--- src/design/rcdd_pkg.sv ---
// ----------------------------------------------------------------------------
// rcdd_pkg
// Shared types, codes and arithmetic helpers for the differential drive mixer.
// ----------------------------------------------------------------------------
package rcdd_pkg;

    localparam logic [1:0] ACT_THR  = 2'd0;
    localparam logic [1:0] ACT_STR  = 2'd1;
    localparam logic [1:0] ACT_TICK = 2'd2;
    localparam logic [1:0] ACT_UPD  = 2'd3;

    localparam logic [1:0] CST_NEVER   = 2'd0;
    localparam logic [1:0] CST_NORMAL  = 2'd1;
    localparam logic [1:0] CST_STR_TO  = 2'd2;
    localparam logic [1:0] CST_FAILSAFE = 2'd3;

    localparam logic [2:0] REG_THR_EXPO  = 3'd0;
    localparam logic [2:0] REG_STR_EXPO  = 3'd1;
    localparam logic [2:0] REG_ACCEL     = 3'd2;
    localparam logic [2:0] REG_BRAKE     = 3'd3;
    localparam logic [2:0] REG_STEER     = 3'd4;
    localparam logic [2:0] REG_TURN_GAIN = 3'd5;
    localparam logic [2:0] REG_MAX_TURN  = 3'd6;
    localparam logic [2:0] REG_TIMEOUT   = 3'd7;

    localparam logic [14:0] ONE_Q14     = 15'd16384;
    localparam logic [10:0] MID_US      = 11'd1500;
    localparam logic [14:0] PULSE_MIN   = 15'd850;
    localparam logic [14:0] PULSE_MAX   = 15'd2150;
    localparam logic [9:0]  DEADBAND_US = 10'd60;
    localparam logic [15:0] ZERO_THR    = 16'd492;
    localparam logic signed [15:0] SIDE_THR = 16'sd820;
    localparam logic [28:0] FWD_RANGE   = 29'd400;
    localparam logic [28:0] REV_RANGE   = 29'd144;
    localparam logic [28:0] RECIP_125   = 29'd67109;
    localparam logic [15:0] AGE_MAX     = 16'hFFFF;

    typedef enum logic [4:0] {
        OP_NONE,
        OP_LOAD,
        OP_PULSE_MUL,
        OP_PULSE_WR,
        OP_TICK,
        OP_STOP,
        OP_EXP0,
        OP_EXP1,
        OP_EXP2,
        OP_EXP3,
        OP_EXP4,
        OP_SLEW,
        OP_TURN_MUL,
        OP_TURN_CLAMP,
        OP_IN_MUL,
        OP_MIX,
        OP_PPM_M,
        OP_PPM_S,
        OP_PPM_END,
        OP_OUT
    } op_t;

    typedef struct packed {
        op_t  op;
        logic ch;
    } cmd_t;

    typedef struct packed {
        logic [1:0] action;
        logic       tok;
        logic       stop_req;
    } sts_t;

    typedef struct packed {
        logic [14:0] thr_expo;
        logic [14:0] str_expo;
        logic [14:0] accel_step;
        logic [14:0] brake_step;
        logic [14:0] steer_step;
        logic [14:0] turn_gain;
        logic [14:0] max_turn;
        logic [15:0] timeout_ms;
    } cfg_t;

    function automatic logic [15:0] abs16(input logic signed [15:0] v);
        return v < 0 ? 16'(-v) : 16'(v);
    endfunction

    function automatic logic [14:0] cap_w(input logic [14:0] w);
        return w > ONE_Q14 ? ONE_Q14 : w;
    endfunction

    function automatic logic signed [15:0] move_toward(input logic signed [15:0] cur,
                                                      input logic signed [15:0] tgt,
                                                      input logic [14:0] step);
        logic signed [17:0] c;
        logic signed [17:0] t;
        logic signed [17:0] up;
        logic signed [17:0] dn;
        c  = 18'(cur);
        t  = 18'(tgt);
        up = c + $signed({3'b000, step});
        dn = c - $signed({3'b000, step});
        if (cur < tgt) begin
            return up < t ? up[15:0] : tgt;
        end else if (cur > tgt) begin
            return dn > t ? dn[15:0] : tgt;
        end
        return cur;
    endfunction

    function automatic logic [10:0] ppm_from(input logic signed [15:0] cmd,
                                             input logic [57:0] prod);
        logic [10:0] k;
        k = prod[24:14];
        if (abs16(cmd) < ZERO_THR) begin
            return MID_US;
        end else if (cmd < 0) begin
            return MID_US - k;
        end
        return MID_US + k;
    endfunction

endpackage

--- src/design/rc_differential_drive_mixer.sv ---
// ----------------------------------------------------------------------------
// rc_differential_drive_mixer
// RC throttle/steering pulses to two wheel PPM widths with expo, slew and mix.
// ----------------------------------------------------------------------------
// One result per input transfer. A drive update that goes ahead runs two cubic
// expo evaluations, the turn reduction and both PPM scalings one after the
// other through a single shared 29x29 multiplier. A new transfer is taken
// once the previous result is in the output register.
// ----------------------------------------------------------------------------
module rc_differential_drive_mixer import rcdd_pkg::*; (
    input  logic        aclk,
    input  logic        aresetn,
    input  logic        s_axis_tvalid,
    output logic        s_axis_tready,
    input  logic [15:0] s_axis_tdata,   // pulse_us[14:0], zero[15]
    input  logic [1:0]  s_axis_tuser,   // action[1:0]
    output logic        m_axis_tvalid,
    input  logic        m_axis_tready,
    // pulse_accepted[0], master_us[11:1], slave_us[22:12],
    // drive_mode[24:23], stop_flag[25], throttle_valid[26],
    // steering_valid[27], throttle_cmd[43:28], steering_cmd[59:44],
    // master_cmd[75:60], slave_cmd[91:76], zero[95:92]
    output logic [95:0] m_axis_tdata,
    input  logic        psel,
    input  logic        penable,
    input  logic        pwrite,
    input  logic [4:0]  paddr,
    input  logic [31:0] pwdata,
    output logic [31:0] prdata,
    output logic        pready
);

    cfg_t cfg_reg;
    cmd_t cmd;
    sts_t sts;
    logic [2:0] idx;

    assign pready = 1'b1;
    assign idx    = paddr[4:2];

    always_ff @(posedge aclk) begin
        if (!aresetn) begin
            cfg_reg.thr_expo   <= 15'd9830;
            cfg_reg.str_expo   <= 15'd8192;
            cfg_reg.accel_step <= 15'd246;
            cfg_reg.brake_step <= 15'd983;
            cfg_reg.steer_step <= 15'd328;
            cfg_reg.turn_gain  <= 15'd4915;
            cfg_reg.max_turn   <= 15'd12288;
            cfg_reg.timeout_ms <= 16'd300;
        end else if (psel && penable && pwrite && pready) begin
            unique case (idx)
                REG_THR_EXPO:  cfg_reg.thr_expo   <= pwdata[14:0];
                REG_STR_EXPO:  cfg_reg.str_expo   <= pwdata[14:0];
                REG_ACCEL:     cfg_reg.accel_step <= pwdata[14:0];
                REG_BRAKE:     cfg_reg.brake_step <= pwdata[14:0];
                REG_STEER:     cfg_reg.steer_step <= pwdata[14:0];
                REG_TURN_GAIN: cfg_reg.turn_gain  <= pwdata[14:0];
                REG_MAX_TURN:  cfg_reg.max_turn   <= pwdata[14:0];
                REG_TIMEOUT:   cfg_reg.timeout_ms <= pwdata[15:0];
            endcase
        end
    end

    always_comb begin
        unique case (idx)
            REG_THR_EXPO:  prdata = 32'(cfg_reg.thr_expo);
            REG_STR_EXPO:  prdata = 32'(cfg_reg.str_expo);
            REG_ACCEL:     prdata = 32'(cfg_reg.accel_step);
            REG_BRAKE:     prdata = 32'(cfg_reg.brake_step);
            REG_STEER:     prdata = 32'(cfg_reg.steer_step);
            REG_TURN_GAIN: prdata = 32'(cfg_reg.turn_gain);
            REG_MAX_TURN:  prdata = 32'(cfg_reg.max_turn);
            REG_TIMEOUT:   prdata = 32'(cfg_reg.timeout_ms);
        endcase
    end

    rcdd_ctrl u_ctrl (
        .aclk          (aclk),
        .aresetn       (aresetn),
        .s_axis_tvalid (s_axis_tvalid),
        .s_axis_tready (s_axis_tready),
        .m_axis_tvalid (m_axis_tvalid),
        .m_axis_tready (m_axis_tready),
        .sts           (sts),
        .cmd           (cmd)
    );

    rcdd_dp u_dp (
        .aclk        (aclk),
        .aresetn     (aresetn),
        .cmd         (cmd),
        .cfg         (cfg_reg),
        .in_action   (s_axis_tuser),
        .in_pulse_us (s_axis_tdata[14:0]),
        .sts         (sts),
        .out_tdata   (m_axis_tdata)
    );

`ifndef SYNTHESIS
    a_ppm_range: assert property (@(posedge aclk) disable iff (!aresetn)
        m_axis_tvalid |-> (m_axis_tdata[11:1] >= 11'd1356) && (m_axis_tdata[11:1] <= 11'd1900)
                       && (m_axis_tdata[22:12] >= 11'd1356) && (m_axis_tdata[22:12] <= 11'd1900))
        else $error("ppm width out of range");
    a_normal_valid: assert property (@(posedge aclk) disable iff (!aresetn)
        (m_axis_tvalid && m_axis_tdata[24:23] == CST_NORMAL) |-> m_axis_tdata[26] && m_axis_tdata[27])
        else $error("normal state without both channels valid");
    a_stop_state: assert property (@(posedge aclk) disable iff (!aresetn)
        (m_axis_tvalid && m_axis_tdata[25]) |-> !m_axis_tdata[26]
            && (m_axis_tdata[24:23] == CST_FAILSAFE || m_axis_tdata[24:23] == CST_NEVER))
        else $error("stop flagged outside a stop state");
    a_one_side: assert property (@(posedge aclk) disable iff (!aresetn)
        !(s_axis_tready && m_axis_tvalid && !m_axis_tready && $past(s_axis_tready)
          && $past(s_axis_tvalid) && !$past(m_axis_tvalid)))
        else $error("input taken twice without result");
`endif

endmodule

--- src/design/rcdd_ctrl.sv ---
// ----------------------------------------------------------------------------
// rcdd_ctrl
// Sequencer: steps the datapath through pulse, tick and drive update work.
// ----------------------------------------------------------------------------
module rcdd_ctrl import rcdd_pkg::*; (
    input  logic aclk,
    input  logic aresetn,
    input  logic s_axis_tvalid,
    output logic s_axis_tready,
    output logic m_axis_tvalid,
    input  logic m_axis_tready,
    input  sts_t sts,
    output cmd_t cmd
);

    typedef enum logic [4:0] {
        ST_IDLE, ST_DISP, ST_PL_MUL, ST_PL_WR, ST_TICK, ST_STOP,
        ST_EXP0, ST_EXP1, ST_EXP2, ST_EXP3, ST_EXP4, ST_CHK, ST_SLEW,
        ST_TURN_MUL, ST_TURN_CLAMP, ST_IN_MUL, ST_MIX,
        ST_PPM_M, ST_PPM_S, ST_PPM_END, ST_FIN
    } state_t;

    state_t state_reg, state_next;
    logic   ch_reg, ch_next;
    logic   mvalid_reg, mvalid_next;
    logic   out_free;

    assign out_free      = !mvalid_reg || m_axis_tready;
    assign s_axis_tready = (state_reg == ST_IDLE);
    assign m_axis_tvalid = mvalid_reg;

    always_comb begin
        state_next  = state_reg;
        ch_next     = ch_reg;
        mvalid_next = mvalid_reg && !m_axis_tready;
        cmd.op      = OP_NONE;
        cmd.ch      = ch_reg;
        unique case (state_reg)
            ST_IDLE: begin
                if (s_axis_tvalid) begin
                    cmd.op     = OP_LOAD;
                    state_next = ST_DISP;
                end
            end
            ST_DISP: begin
                ch_next = 1'b0;
                unique case (sts.action) inside
                    ACT_THR, ACT_STR: state_next = ST_PL_MUL;
                    ACT_TICK:         state_next = ST_TICK;
                    ACT_UPD:          state_next = sts.tok ? ST_EXP0 : ST_STOP;
                endcase
            end
            ST_PL_MUL: begin
                cmd.op     = OP_PULSE_MUL;
                state_next = ST_PL_WR;
            end
            ST_PL_WR: begin
                cmd.op     = OP_PULSE_WR;
                state_next = ST_FIN;
            end
            ST_TICK: begin
                cmd.op     = OP_TICK;
                state_next = ST_FIN;
            end
            ST_STOP: begin
                cmd.op     = OP_STOP;
                state_next = ST_FIN;
            end
            ST_EXP0: begin
                cmd.op     = OP_EXP0;
                state_next = ST_EXP1;
            end
            ST_EXP1: begin
                cmd.op     = OP_EXP1;
                state_next = ST_EXP2;
            end
            ST_EXP2: begin
                cmd.op     = OP_EXP2;
                state_next = ST_EXP3;
            end
            ST_EXP3: begin
                cmd.op     = OP_EXP3;
                state_next = ST_EXP4;
            end
            ST_EXP4: begin
                cmd.op = OP_EXP4;
                if (ch_reg) begin
                    state_next = ST_CHK;
                end else begin
                    ch_next    = 1'b1;
                    state_next = ST_EXP0;
                end
            end
            ST_CHK: begin
                state_next = sts.stop_req ? ST_STOP : ST_SLEW;
            end
            ST_SLEW: begin
                cmd.op     = OP_SLEW;
                state_next = ST_TURN_MUL;
            end
            ST_TURN_MUL: begin
                cmd.op     = OP_TURN_MUL;
                state_next = ST_TURN_CLAMP;
            end
            ST_TURN_CLAMP: begin
                cmd.op     = OP_TURN_CLAMP;
                state_next = ST_IN_MUL;
            end
            ST_IN_MUL: begin
                cmd.op     = OP_IN_MUL;
                state_next = ST_MIX;
            end
            ST_MIX: begin
                cmd.op     = OP_MIX;
                state_next = ST_PPM_M;
            end
            ST_PPM_M: begin
                cmd.op     = OP_PPM_M;
                state_next = ST_PPM_S;
            end
            ST_PPM_S: begin
                cmd.op     = OP_PPM_S;
                state_next = ST_PPM_END;
            end
            ST_PPM_END: begin
                cmd.op     = OP_PPM_END;
                state_next = ST_FIN;
            end
            ST_FIN: begin
                if (out_free) begin
                    cmd.op      = OP_OUT;
                    mvalid_next = 1'b1;
                    state_next  = ST_IDLE;
                end
            end
            default: state_next = ST_IDLE;
        endcase
    end

    always_ff @(posedge aclk) begin
        if (!aresetn) begin
            state_reg  <= ST_IDLE;
            ch_reg     <= 1'b0;
            mvalid_reg <= 1'b0;
        end else begin
            state_reg  <= state_next;
            ch_reg     <= ch_next;
            mvalid_reg <= mvalid_next;
        end
    end

endmodule

--- src/design/rcdd_dp.sv ---
// ----------------------------------------------------------------------------
// rcdd_dp
// Datapath: channel state, shared 29x29 multiplier, expo, slew, mixing, PPM.
// ----------------------------------------------------------------------------
module rcdd_dp import rcdd_pkg::*; (
    input  logic        aclk,
    input  logic        aresetn,
    input  cmd_t        cmd,
    input  cfg_t        cfg,
    input  logic [1:0]  in_action,
    input  logic [14:0] in_pulse_us,
    output sts_t        sts,
    output logic [95:0] out_tdata
);

    logic [1:0]  action_reg;
    logic [14:0] pw_reg;
    logic        acc_reg;
    logic signed [15:0] tnorm_reg, snorm_reg;
    logic [15:0] tage_reg, sage_reg;
    logic        tseen_reg, sseen_reg;
    logic signed [15:0] tlev_reg, slev_reg;
    logic signed [15:0] tshp_reg, sshp_reg;
    logic [28:0] a2_reg, ea_reg, b_reg;
    logic [57:0] prod_reg;
    logic [14:0] turn_reg;
    logic signed [15:0] mix0_reg, mix1_reg;
    logic [10:0] ppm0_reg, ppm1_reg;
    logic [95:0] tdata_reg;

    logic        tok, sok;
    logic signed [15:0] dev;
    logic [15:0] dev_abs;
    logic [9:0]  pa;
    logic        in_range;
    logic [16:0] nsum;
    logic [14:0] nmag;
    logic signed [15:0] nval;
    logic signed [15:0] xsel;
    logic [15:0] xa;
    logic [14:0] ew;
    logic [57:0] esum;
    logic signed [15:0] eres;
    logic [28:0] mul_a, mul_b;
    logic [15:0] ta, tla;
    logic        braking;
    logic [14:0] tq, mt;
    logic signed [15:0] inner;
    logic signed [15:0] snorm_out;
    logic [1:0]  cstate;

    assign tok = tseen_reg && (tage_reg <= cfg.timeout_ms);
    assign sok = sseen_reg && (sage_reg <= cfg.timeout_ms);

    assign dev      = $signed({1'b0, pw_reg}) - $signed({5'b0, MID_US});
    assign dev_abs  = abs16(dev);
    assign pa       = dev_abs[9:0];
    assign in_range = (pw_reg >= PULSE_MIN) && (pw_reg <= PULSE_MAX);
    assign nsum     = 17'({pa, 5'b0}) + 17'(prod_reg[38:23]);
    assign nmag     = (pa < DEADBAND_US) ? 15'd0 :
                      (nsum > 17'(ONE_Q14)) ? ONE_Q14 : nsum[14:0];
    assign nval     = (dev < 0) ? -$signed({1'b0, nmag}) : $signed({1'b0, nmag});

    assign xsel = cmd.ch ? (sok ? snorm_reg : 16'sd0) : tnorm_reg;
    assign xa   = abs16(xsel);
    assign ew   = cap_w(cmd.ch ? cfg.str_expo : cfg.thr_expo);
    assign esum = prod_reg + {1'b0, b_reg, 28'b0};
    assign eres = (xsel < 0) ? -$signed(esum[57:42]) : $signed(esum[57:42]);

    assign ta      = abs16(tshp_reg);
    assign tla     = abs16(tlev_reg);
    assign braking = (ta < tla) || ((ta < ZERO_THR) && (tla >= ZERO_THR));

    assign tq    = prod_reg[28:14];
    assign mt    = cap_w(cfg.max_turn);
    assign inner = (tlev_reg < 0) ? -$signed({1'b0, tq}) : $signed({1'b0, tq});

    assign sts.action   = action_reg;
    assign sts.tok      = tok;
    assign sts.stop_req = (abs16(tshp_reg) < ZERO_THR) && (abs16(sshp_reg) < ZERO_THR);

    assign snorm_out = sok ? snorm_reg : 16'sd0;
    assign cstate    = !tok ? (tseen_reg ? CST_FAILSAFE : CST_NEVER) :
                       (!sok ? CST_STR_TO : CST_NORMAL);

    always_comb begin
        mul_a = '0;
        mul_b = '0;
        case (cmd.op)
            OP_PULSE_MUL: begin
                mul_a = 29'({pa, 6'b0}) + 29'({pa, 5'b0});
                mul_b = RECIP_125;
            end
            OP_EXP0: begin
                mul_a = 29'(xa);
                mul_b = 29'(xa);
            end
            OP_EXP1: begin
                mul_a = 29'(xa);
                mul_b = 29'(ew);
            end
            OP_EXP2: begin
                mul_a = 29'(xa);
                mul_b = 29'(ONE_Q14 - ew);
            end
            OP_EXP3: begin
                mul_a = a2_reg;
                mul_b = ea_reg;
            end
            OP_TURN_MUL: begin
                mul_a = 29'(abs16(slev_reg));
                mul_b = 29'(cfg.turn_gain);
            end
            OP_IN_MUL: begin
                mul_a = 29'(tla);
                mul_b = 29'(ONE_Q14 - turn_reg);
            end
            OP_PPM_M: begin
                mul_a = 29'(abs16(mix0_reg));
                mul_b = (mix0_reg < 0) ? REV_RANGE : FWD_RANGE;
            end
            OP_PPM_S: begin
                mul_a = 29'(abs16(mix1_reg));
                mul_b = (mix1_reg < 0) ? REV_RANGE : FWD_RANGE;
            end
            default: begin
                mul_a = '0;
                mul_b = '0;
            end
        endcase
    end

    always_ff @(posedge aclk) begin
        prod_reg <= 58'(mul_a) * 58'(mul_b);
        case (cmd.op)
            OP_LOAD: begin
                action_reg <= in_action;
                pw_reg     <= in_pulse_us;
                acc_reg    <= 1'b0;
            end
            OP_EXP1: a2_reg <= prod_reg[28:0];
            OP_EXP2: ea_reg <= prod_reg[28:0];
            OP_EXP3: b_reg  <= prod_reg[28:0];
            OP_PULSE_WR: acc_reg <= in_range;
            OP_TURN_CLAMP: turn_reg <= (tq > mt) ? mt : tq;
            OP_OUT: begin
                tdata_reg <= {4'b0, mix1_reg, mix0_reg, snorm_out, tnorm_reg,
                              sok, tok, !tok, cstate, ppm1_reg, ppm0_reg, acc_reg};
            end
            default: ;
        endcase
    end

    always_ff @(posedge aclk) begin
        if (!aresetn) begin
            tnorm_reg <= '0;
            snorm_reg <= '0;
            tage_reg  <= '0;
            sage_reg  <= '0;
            tseen_reg <= 1'b0;
            sseen_reg <= 1'b0;
            tlev_reg  <= '0;
            slev_reg  <= '0;
            tshp_reg  <= '0;
            sshp_reg  <= '0;
            mix0_reg  <= '0;
            mix1_reg  <= '0;
            ppm0_reg  <= MID_US;
            ppm1_reg  <= MID_US;
        end else begin
            case (cmd.op)
                OP_PULSE_WR: begin
                    if (in_range) begin
                        if (action_reg == ACT_THR) begin
                            tnorm_reg <= -nval;
                            tage_reg  <= '0;
                            tseen_reg <= 1'b1;
                        end else begin
                            snorm_reg <= nval;
                            sage_reg  <= '0;
                            sseen_reg <= 1'b1;
                        end
                    end
                end
                OP_TICK: begin
                    if (tage_reg != AGE_MAX) tage_reg <= tage_reg + 16'd1;
                    if (sage_reg != AGE_MAX) sage_reg <= sage_reg + 16'd1;
                end
                OP_STOP: begin
                    tlev_reg <= '0;
                    slev_reg <= '0;
                    mix0_reg <= '0;
                    mix1_reg <= '0;
                    ppm0_reg <= MID_US;
                    ppm1_reg <= MID_US;
                end
                OP_EXP4: begin
                    if (cmd.ch) sshp_reg <= eres;
                    else        tshp_reg <= eres;
                end
                OP_SLEW: begin
                    tlev_reg <= move_toward(tlev_reg, tshp_reg,
                                            braking ? cfg.brake_step : cfg.accel_step);
                    slev_reg <= move_toward(slev_reg, sshp_reg, cfg.steer_step);
                end
                OP_MIX: begin
                    if (slev_reg >= SIDE_THR) begin
                        mix0_reg <= tlev_reg;
                        mix1_reg <= inner;
                    end else if (slev_reg <= -SIDE_THR) begin
                        mix0_reg <= inner;
                        mix1_reg <= tlev_reg;
                    end else begin
                        mix0_reg <= tlev_reg;
                        mix1_reg <= tlev_reg;
                    end
                end
                OP_PPM_S:   ppm0_reg <= ppm_from(mix0_reg, prod_reg);
                OP_PPM_END: ppm1_reg <= ppm_from(mix1_reg, prod_reg);
                default: ;
            endcase
        end
    end

    assign out_tdata = tdata_reg;

endmodule

--- config.mk ---
export PLATFORM = sky130hd
export DESIGN_NAME = rc_differential_drive_mixer
export DESIGN_NICKNAME = d
export VERILOG_FILES = /design/src/design/rcdd_pkg.sv /design/src/design/rc_differential_drive_mixer.sv /design/src/design/rcdd_ctrl.sv /design/src/design/rcdd_dp.sv
export SDC_FILE = /design/constraint.sdc
export NUM_CORES = 2
export LEC_CHECK = 0
export ABC_AREA = 0
export BUFFER_PORTS_ARGS = -buffer_cell sky130_fd_sc_hd__buf_2
export CAP_MARGIN = 0
export CORE_MARGIN = 2
export CORE_UTILIZATION = 50
export CTS_CLUSTER_SIZE = 30
export DETAILED_ROUTE_END_ITERATION = 8
export PLACE_DENSITY = 0.69
export SKIP_CTS_REPAIR_TIMING = 1
export SYNTH_ARGS = -nofsm -noshare
export SYNTH_HDL_FRONTEND = slang
export SYNTH_SLANG_ARGS = --single-unit
--- constraint.sdc ---
create_clock -name aclk -period 14.8 [get_ports aclk]
set_input_delay 1.48 -clock aclk [delete_from_list [all_inputs] [get_ports aclk]]
set_output_delay 1.48 -clock aclk [all_outputs]
set_load 0.02 [all_outputs]
==> Implementation_results.wiki <==
{| class="wikitable"
! Metric !! Value
|-
| Data arrival time of the critical path || approximately 14,000 ps
|-
| Worst-skew pair later-pin latency || approximately 680 ps
|-
| Total via count after detailed routing || between 50,000 and 60,000
|-
| Number of non-filler instances in the completed layout || around 9,400
|-
| Post-synthesis simple-gate area fraction || 0.168
|-
| Slew HR || 0.112
|-
| Synthesized-area fraction occupied by ao, oa, aoi and oai cells || 0.138
|-
| Share of synthesized flip-flops with an asynchronous set or reset || 0
|-
| Routed length per instance || roughly 25 um
|-
| Reg power frac || 0.328
|-
| Worst reg2reg startpoint || cfg_reg[14]
|-
| TritonCTS Buffers || a little under 70
|-
| Number of global-route vias before repair || around 56,000
|-
| Netlist area before placement || 64,700 um2
|-
| Vias per cell || 6.02
|-
| Most instantiated library cell after synthesis || sky130_fd_sc_hd__nand2_1
|-
| Library cell used as clock root buffer || sky130_fd_sc_hd__clkbuf_16
|-
| Setup TNS || 0 ps
|-
| Synthesized netlist cell count || 7,588
|-
| Aggregate global-route resource usage || 0.357
|-
| Number of remaining DRC errors || 0
|-
| First-pass GRT wire length || ~350,000 um
|-
| Post-route total power || 5.45 mW
|-
| Crit path max fanout || 17
|-
| Peak supply drop || between 0.08 and 0.09 mV
|-
| Count of pins on the block boundary || around 190
|-
| Initial antenna violation count || 4
|-
| Post-synthesis xor/xnor area fraction || 0.0439
|-
| Critical Path Source Type || flip-flop
|-
| Sequential cell area fraction in the yosys report || 0.213
|-
| Clock Sinks || slightly below 600
|-
| Worst-case register-to-register setup slack || 1660 ps
|-
| Yosys reg bits || 582
|-
| Pins over their slew limit || 0
|-
| Maximum clock rate || 76.1 MHz
|-
| Switching component of the power || roughly 2.1 mW
|-
| Share of synthesized area spent on multiplexers || 0.0221
|-
| Final net count || about 8,900
|-
| Internal power consumption || between 3 and 4 mW
|-
| Worst Path Class, Setup || reg -> reg
|-
| Largest cells by area after synthesis || sky130_fd_sc_hd__fa_1 23%, sky130_fd_sc_hd__dfxtp_1 11%, sky130_fd_sc_hd__ha_1 10%
|-
| Switching part of the total power || 0.394
|-
| Die Outline Area || roughly 130,000 um2
|-
| Mean post-synth cell area || roughly 8.5 um2
|-
| Core Footprint || between 100,000 and 150,000 um2
|-
| Final Cycle Share || 0.888
|-
| Number of enable flip-flop cells after synthesis || about 210
|-
| RSZ-0062 raised after global routing || no
|-
| Aggregate global routing overflow || 0
|-
| Fraction of the mapped netlist area in adder cells || 0.331
|-
| Comb power frac || 0.337
|-
| Maximum single-stage delay on the critical path || about 1000 ps
|-
| Post-synth top area share || 0.226
|-
| Count of different cell masters after synthesis || slightly above 90
|-
| Number of H-tree levels || 3
|-
| Critical path required time || between 15,000 and 20,000 ps
|-
| Number of flip-flops in the largest register || 121
|-
| Transition time at the pin with the least slew margin || 1330 ps
|-
| Number of nets with antenna violations after detailed routing || 0
|-
| Number of buffers on the longest clock path || 3
|-
| TritonCTS clock tree || yes
|-
| Class of the tightest hold or removal check || reg -> reg
|-
| DRC marker count from the first detailed-route iteration || between 6,000 and 7,000
|-
| Area of all placed cells without fillers || around 70,000 um2
|-
| Detail Placement HPWL || approximately 190,000 um
|-
| Placed cell areas || 67,400 um2
|-
| Synth cell count leaders || 1,121 x sky130_fd_sc_hd__nand2_1, 992 x sky130_fd_sc_hd__inv_1, 730 x sky130_fd_sc_hd__fa_1
|-
| Cell total after placement || just over 9,000
|-
| Main synth FF type || sky130_fd_sc_hd__dfxtp_1
|-
| Outcome || finished clean
|-
| Clock power share || 0.335
|-
| Area Growth Syn to Fin || 7.94%
|-
| Endpoint kind of the worst setup timing path || flip-flop
|-
| Placement Rows || 131
|-
| Worst-case clock skew || roughly 44 ps
|-
| Die extent in y || ~360 um
|-
| Clock transition time at the flip-flop clock pins of the worst setup and hold paths || 60 ps
|-
| Leakage Power || between 30 and 40 nW
|-
| Number of detailed-routing iterations run before antenna repair || 9
|-
| Power per cell area || 78.1 nW/um2
|-
| Count of endpoints failing hold in the final timing report || 0
|-
| Main combinational cell family by area after synthesis || adder cells
|-
| Hold path start || u_dp.ppm0_reg[2]
|-
| Maximum number of pins on one net before global-route repair || 78
|-
| Setup violations, final || 0
|-
| Worst setup path startpoint || cfg_reg[14]
|-
| Shortest period the worst path allows || about 13,000 ps
|-
| Post-layout util || 0.545
|-
| Quantity of I/O buffers inserted on ports || about 150
|-
| Routed WL || between 200,000 and 250,000 um
|-
| Die extent in x || approximately 360 um
|-
| Fraction of layout cells with a size suffix above 1 || 0.0738
|-
| Starting density of the core || 0.505
|-
| Number of violations of the max-capacitance limit || 0
|-
| Count of fill cells added during filler insertion || 11,800
|-
| Largest area contributor in the synthesized netlist || sky130_fd_sc_hd__fa_1
|-
| Yosys warnings || 0
|-
| Cell with the largest stage delay on the worst path || sky130_fd_sc_hd__xnor2_1
|-
| RePlAce Congestion || between 1 and 1.5
|}
[critical path: cells and delay by family, from the launching register on]
family          cells  cell delay, ps
buf+inv            12            1490
mux                 1             550
compound gates     14            3320
xor+xnor            1            1030
flops               1             430
simple gates        8            1150
fa+ha+maj          11            5000
[power groups by stage]
stage,combinational (mW),clock (mW),sequential [mW]
after floorplan,1.13,0,1.79
after global placement,1.75,0,1.82
after detailed placement,1.77,0,1.82
after CTS,1.78,1.84,1.78
after global routing,1.94,1.89,1.79
final,1.84,1.83,1.79
[per-layer routing]
metal,global-route usage,part of all wire
met3,0.0899,0.11
met5,0,0.00019
met1,0.439,0.38
met2,0.564,0.44
met4,0.224,0.074
[layout make-up]
type,count,area [um2],share of cell area
Multi-Input combinational cell,5600,45700,0.654
Sequential cell,582,13800,0.197
Inverter,998,3750,0.0537
Tap cell,1729,2160,0.0310
Timing Repair Buffer,323,2050,0.0293
Clock buffer,86,1890,0.0271
Clock inverter,39,499,0.00715
Antenna cell,2,5.00,0.0000717
[cells in the final DEF, fill, tap and decap left out, types with 35 or more instances in the layout]
cell type and instances:
sky130_fd_sc_hd__inv_1 991, sky130_fd_sc_hd__xnor2_1 212, sky130_fd_sc_hd__o31ai_1 47, sky130_fd_sc_hd__mux2i_1 83, sky130_fd_sc_hd__a31oi_1 37, sky130_fd_sc_hd__nand3_1 144
sky130_fd_sc_hd__clkbuf_16 70, sky130_fd_sc_hd__nor2b_1 50, sky130_fd_sc_hd__mux2_2 35, sky130_fd_sc_hd__nand2_1 1121, sky130_fd_sc_hd__xor2_1 112, sky130_fd_sc_hd__dfxtp_1 369
sky130_fd_sc_hd__and2_1 59, sky130_fd_sc_hd__o21a_1 61, sky130_fd_sc_hd__ha_1 541, sky130_fd_sc_hd__fa_1 730, sky130_fd_sc_hd__o21ai_0 214, sky130_fd_sc_hd__nor3_1 83
sky130_fd_sc_hd__nor4_1 39, sky130_fd_sc_hd__buf_4 172, sky130_fd_sc_hd__buf_2 151, sky130_fd_sc_hd__o22ai_1 41, sky130_fd_sc_hd__a21o_1 94, sky130_fd_sc_hd__edfxtp_1 212
sky130_fd_sc_hd__nand2b_1 74, sky130_fd_sc_hd__nor2_1 710, sky130_fd_sc_hd__o211ai_1 57, sky130_fd_sc_hd__or3_1 38, sky130_fd_sc_hd__a21oi_1 421, sky130_fd_sc_hd__nand4_1 55
sky130_fd_sc_hd__a211oi_1 63
[cells by family (layout without fill, tap and decap cells)]
kind of cell	count (synthesis)	after routing
and+or+nand+nor	2495	2495
xor gates and xnor gates	324	324
buffers and inverters	1425	1446
adders and majority gates	1271	1271
muxes	127	127
DFF	582	582
AOI/OAI and AO/OA	1362	1362
other	2	23
[per-stage QoR]
step / setup WS [ps] / hold WS [ps]
after floorplan: 978 / 400
after global placement: 1940 / 403
after detailed placement: 1910 / 419
after CTS: 1840 / 433
after global routing: 1190 / 436
final: 1660 / 433
[path summary, 6_finish.rpt]
path                                     endpoint  cells past startpoint
worst max register to register  u_dp.prod_reg[56]                     47
worst min-delay path            u_dp.out_tdata[3]                      0
worst max-delay path            u_dp.prod_reg[56]                     47
worst min register to register  u_dp.out_tdata[3]                      0
No activity file was read; power rests on OpenSTA's default activity.
